[config.mk]
export PLATFORM = sky130hd
export DESIGN_NAME = gauge_needle_slew_drive
export DESIGN_NICKNAME = d
export VERILOG_FILES = /design/src/hw/rtl/gnsd_pkg.sv /design/src/hw/rtl/gauge_needle_slew_drive.sv /design/src/hw/rtl/gnsd_step.sv
export SDC_FILE = /design/constraint.sdc
export NUM_CORES = 1
export LEC_CHECK = 0
export CORE_UTILIZATION = 55
export CTS_CLUSTER_SIZE = 12
export DETAILED_ROUTE_END_ITERATION = 7
export DONT_BUFFER_PORTS = 1
export HOLD_SLACK_MARGIN = 0.15
export PLACE_DENSITY = 0.77
export RECOVER_POWER = 50
export SYNTH_ARGS = -nofsm -noshare
export SYNTH_HDL_FRONTEND = slang
export SYNTH_SLANG_ARGS = --single-unit
[constraint.sdc]
create_clock -name aclk -period 16.9 [get_ports aclk]
set_input_delay 1.69 -clock aclk [delete_from_list [all_inputs] [get_ports aclk]]
set_output_delay 1.69 -clock aclk [all_outputs]
set_load 0.01 [all_outputs]
[src/hw/rtl/gnsd_pkg.sv]
// shared types and constants for the gauge needle slew drive
package gnsd_pkg;

    // command codes carried in s_tuser
    localparam logic CMD_TARGET = 1'b0;
    localparam logic CMD_TICK   = 1'b1;

    // configuration register indexes
    localparam int unsigned CFG_IDX_W = 3;
    localparam logic [CFG_IDX_W-1:0] REG_CHANGE_RATE    = 3'd0;
    localparam logic [CFG_IDX_W-1:0] REG_RETURN_RATE    = 3'd1;
    localparam logic [CFG_IDX_W-1:0] REG_REST_ANGLE     = 3'd2;
    localparam logic [CFG_IDX_W-1:0] REG_UPPER_LIMIT    = 3'd3;
    localparam logic [CFG_IDX_W-1:0] REG_LOWER_LIMIT    = 3'd4;
    localparam logic [CFG_IDX_W-1:0] REG_TARGET_RESETS  = 3'd5;
    localparam logic [CFG_IDX_W-1:0] REG_MOTION_ENABLED = 3'd6;

    localparam int unsigned ANGLE_W = 16;
    localparam int unsigned TIME_W  = 16;
    localparam int unsigned RATE_W  = 17;

    // configuration register set
    typedef struct packed {
        logic        [15:0] change_rate;
        logic        [15:0] return_rate;
        logic signed [15:0] rest_angle;
        logic signed [15:0] upper_limit;
        logic signed [15:0] lower_limit;
        logic               target_resets;
        logic               motion_enabled;
    } gnsd_cfg_t;

    // needle state carried from item to item
    typedef struct packed {
        logic signed [ANGLE_W-1:0] position;
        logic signed [ANGLE_W-1:0] target;
        logic signed [RATE_W-1:0]  rate;
        logic                      returning;
    } gnsd_state_t;

endpackage

[src/hw/rtl/gauge_needle_slew_drive.sv]
// gauge needle slew drive top level: registers, handshakes, result stage
//
//   channel   dir  handshake                 payload
//   s_        in   s_tvalid / s_tready       s_tuser command, s_tdata angle, elapsed_time
//   m_        out  m_tvalid / m_tready       m_tdata shown_angle, needle_angle
//   cfg_      in   cfg_valid / cfg_ready     cfg_index register, cfg_data value
//
// one request per cycle while the result stage keeps up; a tick passes the
// input register and then the result register, a target request gives none.
// the multiply-add-snap-clamp step lies between the two. aresetn is
// synchronous, active low, and restores register defaults and a resting needle.
// a waiting result stalls the input only when the next request is a tick.
module gauge_needle_slew_drive (
    input  logic        aclk,
    input  logic        aresetn,
    input  logic        s_tvalid,
    output logic        s_tready,
    input  logic [31:0] s_tdata,   // angle [15:0], elapsed_time [31:16]
    input  logic        s_tuser,   // command
    output logic        m_tvalid,
    input  logic        m_tready,
    output logic [31:0] m_tdata,   // shown_angle [15:0], needle_angle [31:16]
    input  logic        cfg_valid,
    output logic        cfg_ready,
    input  logic [gnsd_pkg::CFG_IDX_W-1:0] cfg_index,
    input  logic [15:0] cfg_data
);
    import gnsd_pkg::*;

    gnsd_cfg_t          cfg_reg;
    gnsd_state_t        st_reg;
    gnsd_state_t        st_next;
    logic               in_vld_reg;
    logic               in_cmd_reg;
    logic signed [15:0] in_angle_reg;
    logic        [15:0] in_time_reg;
    logic               out_vld_reg;
    logic        [15:0] out_shown_reg;
    logic signed [15:0] out_needle_reg;
    logic        [15:0] shown_angle;
    logic signed [15:0] needle_angle;
    logic               out_free;
    logic               advance;

    // configuration writes
    assign cfg_ready = 1'b1;

    always_ff @(posedge aclk) begin
        if (!aresetn) begin
            cfg_reg.change_rate    <= '0;
            cfg_reg.return_rate    <= '0;
            cfg_reg.rest_angle     <= '0;
            cfg_reg.upper_limit    <= 16'sh7fff;
            cfg_reg.lower_limit    <= 16'sh8000;
            cfg_reg.target_resets  <= 1'b0;
            cfg_reg.motion_enabled <= 1'b1;
        end else if (cfg_valid && cfg_ready) begin
            unique case (cfg_index)
                REG_CHANGE_RATE:    cfg_reg.change_rate    <= cfg_data;
                REG_RETURN_RATE:    cfg_reg.return_rate    <= cfg_data;
                REG_REST_ANGLE:     cfg_reg.rest_angle     <= cfg_data;
                REG_UPPER_LIMIT:    cfg_reg.upper_limit    <= cfg_data;
                REG_LOWER_LIMIT:    cfg_reg.lower_limit    <= cfg_data;
                REG_TARGET_RESETS:  cfg_reg.target_resets  <= cfg_data[0];
                REG_MOTION_ENABLED: cfg_reg.motion_enabled <= cfg_data[0];
                default: begin
                end
            endcase
        end
    end

    // handshake: a tick moves on only when the result stage can take it
    assign out_free = !out_vld_reg || m_tready;
    assign advance  = in_vld_reg && (in_cmd_reg == CMD_TARGET || out_free);
    assign s_tready = !in_vld_reg || advance;

    // input register
    always_ff @(posedge aclk) begin
        if (!aresetn) begin
            in_vld_reg <= 1'b0;
        end else if (s_tready) begin
            in_vld_reg <= s_tvalid;
        end
    end

    always_ff @(posedge aclk) begin
        if (s_tready && s_tvalid) begin
            in_cmd_reg   <= s_tuser;
            in_angle_reg <= s_tdata[15:0];
            in_time_reg  <= s_tdata[31:16];
        end
    end

    // needle update
    gnsd_step u_step (
        .cfg          (cfg_reg),
        .st           (st_reg),
        .command      (in_cmd_reg),
        .angle        (in_angle_reg),
        .elapsed_time (in_time_reg),
        .st_next      (st_next),
        .shown_angle  (shown_angle),
        .needle_angle (needle_angle)
    );

    // state register
    always_ff @(posedge aclk) begin
        if (!aresetn) begin
            st_reg <= '0;
        end else if (advance) begin
            st_reg <= st_next;
        end
    end

    // result register
    always_ff @(posedge aclk) begin
        if (!aresetn) begin
            out_vld_reg <= 1'b0;
        end else if (advance && in_cmd_reg == CMD_TICK) begin
            out_vld_reg <= 1'b1;
        end else if (m_tready) begin
            out_vld_reg <= 1'b0;
        end
    end

    always_ff @(posedge aclk) begin
        if (advance && in_cmd_reg == CMD_TICK) begin
            out_shown_reg  <= shown_angle;
            out_needle_reg <= needle_angle;
        end
    end

    assign m_tvalid = out_vld_reg;
    assign m_tdata  = {out_needle_reg, out_shown_reg};

    // checks
    a_tick_gives_result: assert property (@(posedge aclk) disable iff (!aresetn)
        advance && in_cmd_reg == CMD_TICK |=> out_vld_reg)
        else $error("tick did not load the result stage");

    a_stall_only_on_busy: assert property (@(posedge aclk) disable iff (!aresetn)
        in_vld_reg && !advance |-> in_cmd_reg == CMD_TICK && out_vld_reg && !m_tready)
        else $error("input held without a busy result stage");

    a_tick_marks_return: assert property (@(posedge aclk) disable iff (!aresetn)
        advance && in_cmd_reg == CMD_TICK |=> st_reg.returning)
        else $error("return mark not set after tick");

    a_target_clears_return: assert property (@(posedge aclk) disable iff (!aresetn)
        advance && in_cmd_reg == CMD_TARGET |=> !st_reg.returning)
        else $error("return mark not cleared by target request");

    a_needle_in_limits: assert property (@(posedge aclk) disable iff (!aresetn)
        out_vld_reg && cfg_reg.lower_limit <= cfg_reg.upper_limit
        |-> out_needle_reg >= cfg_reg.lower_limit && out_needle_reg <= cfg_reg.upper_limit)
        else $error("needle angle outside limits");

endmodule

[src/hw/rtl/gnsd_step.sv]
// one needle update: rate select, slew move, snap to target, clamp
module gnsd_step (
    input  gnsd_pkg::gnsd_cfg_t          cfg,
    input  gnsd_pkg::gnsd_state_t        st,
    input  logic                         command,
    input  logic signed [15:0]           angle,
    input  logic        [15:0]           elapsed_time,
    output gnsd_pkg::gnsd_state_t        st_next,
    output logic        [15:0]           shown_angle,
    output logic signed [15:0]           needle_angle
);
    import gnsd_pkg::*;

    logic signed [RATE_W-1:0]  chg_rate;
    logic signed [RATE_W-1:0]  ret_rate;
    logic signed [RATE_W-1:0]  rate_eff;
    logic signed [32:0]        prod;
    logic signed [32:0]        prod_adj;
    logic signed [RATE_W-1:0]  step;
    logic signed [17:0]        old_x;
    logic signed [17:0]        tgt_x;
    logic signed [17:0]        moved;
    logic signed [17:0]        snapped;
    logic signed [17:0]        pos_mv;
    logic signed [ANGLE_W-1:0] pos_new;

    assign chg_rate = signed'({1'b0, cfg.change_rate});
    assign ret_rate = signed'({1'b0, cfg.return_rate});

    // returning needle heads for rest at the return rate
    always_comb begin
        rate_eff = st.rate;
        if (st.returning) begin
            if (st.position > cfg.rest_angle) begin
                rate_eff = -ret_rate;
            end else if (st.position < cfg.rest_angle) begin
                rate_eff = ret_rate;
            end else begin
                rate_eff = '0;
            end
        end
    end

    // move = rate * dt / 65536, truncated toward zero
    assign prod     = 33'(rate_eff) * signed'({17'b0, elapsed_time});
    assign prod_adj = prod + (prod[32] ? 33'sd65535 : 33'sd0);
    assign step     = prod_adj[32:16];

    assign old_x = 18'(st.position);
    assign tgt_x = 18'(st.target);
    assign moved = old_x + 18'(step);

    // snap to target when the move reaches or crosses it
    always_comb begin
        snapped = moved;
        if (!rate_eff[RATE_W-1] && moved >= tgt_x && old_x <= tgt_x) begin
            snapped = tgt_x;
        end else if (rate_eff[RATE_W-1] && moved <= tgt_x && old_x >= tgt_x) begin
            snapped = tgt_x;
        end
    end

    assign pos_mv = cfg.motion_enabled ? snapped : old_x;

    // clamp, upper limit tested first
    always_comb begin
        if (pos_mv > 18'(cfg.upper_limit)) begin
            pos_new = cfg.upper_limit;
        end else if (pos_mv < 18'(cfg.lower_limit)) begin
            pos_new = cfg.lower_limit;
        end else begin
            pos_new = pos_mv[15:0];
        end
    end

    // next state for either command
    always_comb begin
        st_next = st;
        unique case (command)
            CMD_TARGET: begin
                st_next.target    = angle;
                st_next.rate      = (st.position < angle) ? chg_rate : -chg_rate;
                st_next.returning = 1'b0;
            end
            CMD_TICK: begin
                st_next.position  = pos_new;
                st_next.rate      = rate_eff;
                st_next.returning = 1'b1;
                if (cfg.target_resets) begin
                    st_next.target = cfg.rest_angle;
                end
            end
            default: begin
                st_next = st;
            end
        endcase
    end

    assign shown_angle  = 16'(pos_new + angle);
    assign needle_angle = pos_new;

endmodule

==> impl_metrics.json <==
{
  "clk_pin_slew_ps": 70,
  "worst_slack_ps": -1020,
  "num_rows": 75,
  "syn_to_final_growth_pct": 24.8,
  "synth_area_sq_um": 23900,
  "critPathLaunchType": "register",
  "synth_flop_cell": "dfxtp_1",
  "post-route-period-util_pct": 106,
  "grt_max_degree": 97,
  "antenna_found_initial": 1,
  "grtUsageTotal_pct": 34.1,
  "status": "finished with violations",
  "cp_slowest_cell": "fa_1",
  "grt_pass1_vias": 22200,
  "fp.dieW_microns": 210,
  "finalMaxSlewViolations": 34,
  "grt_pass1_wl_microns": 117000,
  "worst-path-buf-inv": 9,
  "path_delay_family": "compound AO/OA/AOI/OAI gates",
  "fin_nets": 3630,
  "viasPerCell": 5.86,
  "drtPass1Iterations": 5,
  "postSynthCellCount": 2720,
  "syn_nets": 3281,
  "drt.antenna.violating_nets": 0,
  "wl_microns": 74700,
  "dr_total_vias": 21400,
  "port_buffers": 0,
  "cpPeakStageDelay_ps": 580,
  "skew_ps": 14.9,
  "finalWeightedCongestion": 1.00,
  "synthArstFlopShare_pct": 0,
  "fmax_mhz": 55.8,
  "synth_cell_types": 94,
  "max-slew-margin-rel_pct": -72.0,
  "dp_hpwl_microns": 56800,
  "syn_area_per_cell_sq_um": 8.78,
  "min_path_type": "register to register",
  "cp_data_arrival_time_ps": 18160,
  "cp_max_fo": 8,
  "cts_made_buffers": 17,
  "gr-total-overflow": 0,
  "fin_area_sq_um": 29800,
  "drt_iter0_markers": 1768,
  "seq_area_frac_synth_pct": 19.4,
  "required_ps": 17140,
  "largest_reg_flops": 82,
  "synth_edf_count": 65,
  "cp_common_cell": "a21oi_2",
  "cts_tree": "built",
  "crit_type": "register to register",
  "antenna_cells": 0,
  "cts.path.max_buffers": 2,
  "cts_root_buf": "clkbuf_16",
  "hold_viol": 0,
  "ctsHoldBuffers": 0,
  "finalCriticalPeriod_ps": 17920,
  "layout-drive-gt1-share_pct": 24.7,
  "finalSetupViolations": 10,
  "worst_pin_slew_ps": 2580,
  "failed_checks": "max-capacitance violations, max-slew violations, negative setup slack",
  "coreArea_sq_um": 42400,
  "die_h_microns": 210,
  "ys_ff_latch": 199,
  "place_area_sq_um": 27400,
  "cts_max_level": 4,
  "cap_viol_max_count": 1,
  "drc": 0,
  "endpoint_kind": "register",
  "grt_setup_unrepaired": "true",
  "start_util_pct": 56.3,
  "cts_sinks": 199,
  "synth_warnings": 0,
  "die_area_sq_um": 44300,
  "insertion_delay_ps": 510,
  "io_pins": 92,
  "avgRoutedWirePerCell_microns": 20.4
}
-- logic make-up (layout without fill, tap and decap cells) --
family | count (synthesis) | after routing | share of synthesized area [%]
AO/OA/AOI/OAI | 509 | 509 | 14.4
XOR/XNOR | 83 | 83 | 3.13
adder cells (fa/ha/maj) | 504 | 504 | 35.1
buffers and inverters | 518 | 880 | 8.28
flip-flops | 199 | 199 | 19.4
multiplexers | 43 | 43 | 2.16
other | 1 | 1 | 0.0157
AND/OR/NAND/NOR | 863 | 863 | 17.5
-- through the flow --
stage	setup slack [ps]	utilization (%)	TNS, ps	hold slack [ps]	instances
2_1_floorplan	-63.3	-	-63.3	443	2720
3_3_place_gp	-838	64.5	-4360	461	3555
3_5_place_dp	-1250	64.5	-8810	461	3555
4_1_cts	-485	68.6	-1460	471	3638
5_1_grt	-1620	70.3	-13040	506	3659
6_report	-1020	70.3	-6190	472	3659
-- area by class of cell --
cell class                      instances  area [sq um]
Multi-Input combinational cell       2003         18800
Clock inverter                         14           139
Sequential cell                       199          4650
Fill cell                            3110         12600
Timing Repair Buffer                  439          3590
Inverter                              409          1540
Clock buffer                           18           429
Tap cell                              577           722
-- per-layer routing --
layer / vias to the layer above / share of wire [%] / global-route usage [%]
li1: 9729 / - / -
met1: 10500 / 40 / 43.6
met2: 978 / 48 / 56.0
met3: 213 / 7.6 / 6.59
met4: 5 / 4.4 / 15.8
met5: - / 0.062 / 0
-- Yosys cell counts (6+ instances only) --
master / n / area share, %
dfxtp_1: 134 / 11
xor2_1: 24 / 0.88
nand2b_1: 14 / 0.37
o21ai_0: 73 / 1.5
edfxtp_1: 65 / 8.2
o2bb2ai_1: 14 / 0.51
a21boi_0: 58 / 1.8
nand4_1: 15 / 0.39
mux2i_1: 11 / 0.46
buf_1: 6 / 0.094
o221ai_1: 6 / 0.22
clkbuf_1: 94 / 1.5
a31oi_1: 27 / 0.71
o31ai_1: 7 / 0.22
fa_1: 276 / 23
inv_1: 407 / 6.4
a22oi_1: 18 / 0.57
nor3b_1: 10 / 0.31
or3_1: 16 / 0.42
ha_1: 228 / 12
nor4_1: 7 / 0.18
o21bai_1: 8 / 0.25
nand3_1: 55 / 1.2
nor2b_1: 16 / 0.42
and3_1: 19 / 0.50
and2_1: 147 / 3.8
mux2_2: 12 / 0.57
a211oi_1: 12 / 0.38
mux2_4: 10 / 0.63
a21o_1: 47 / 1.5
a21oi_1: 121 / 2.5
xnor2_1: 57 / 2.1
and3b_1: 6 / 0.22
and4_1: 7 / 0.26
nand2_1: 375 / 5.9
o211ai_1: 36 / 1.1
nor2_1: 118 / 1.9
o21a_1: 13 / 0.41
nor3_1: 32 / 0.67
mux2_1: 7 / 0.33
-- placed cells by master (no fill, tap or decap), types with 13 or more instances in the layout --
cell type	synthesis	layout
a21boi_0	58	58
a21o_1	47	47
a21oi_1	121	80
a21oi_2	0	38
a22oi_1	18	13
a31oi_1	27	17
and2_1	147	135
and3_1	19	14
buf_4	2	397
buf_6	3	27
clkbuf_16	0	18
dfxtp_1	134	122
edfxtp_1	65	65
fa_1	276	259
fa_2	0	17
ha_1	228	193
ha_4	0	32
inv_1	407	393
inv_2	1	15
mux2_4	10	14
nand2_1	375	362
nand2b_1	14	13
nand3_1	55	48
nand4_1	15	15
nor2_1	118	105
nor2b_1	16	15
nor3_1	32	23
o211ai_1	36	36
o21ai_0	73	51
o21ai_1	3	18
o2bb2ai_1	14	14
xnor2_1	57	50
xor2_1	24	23
-- worst min-delay path, stage by stage, from the launching register on --
cell	delay, ps
dfxtp_1	320
nand2_1	50
a21oi_1	50
-- timing repair --
item / in CTS / in global routing
pin swaps: 107 / 87
endpoints found under the setup margin: 12 / 14
buffers inserted: 51 / 24
gates cloned: 2 / 1
gates resized for setup: 166 / 115
-- worst paths after layout --
path,start,endpoint,slack [ps],cells after the start
worst min-delay path,cfg_reg[16],cfg_reg[16],470,2
worst min register to register,cfg_reg[16],cfg_reg[16],470,2
worst max register to register,cfg_reg[51],out_shown_reg[15],-1020,79
worst max-delay path,cfg_reg[51],out_shown_reg[15],-1020,79
Power is not shown: default switching activity piles up to over one toggle a cycle in this logic, so the estimate is an artifact.
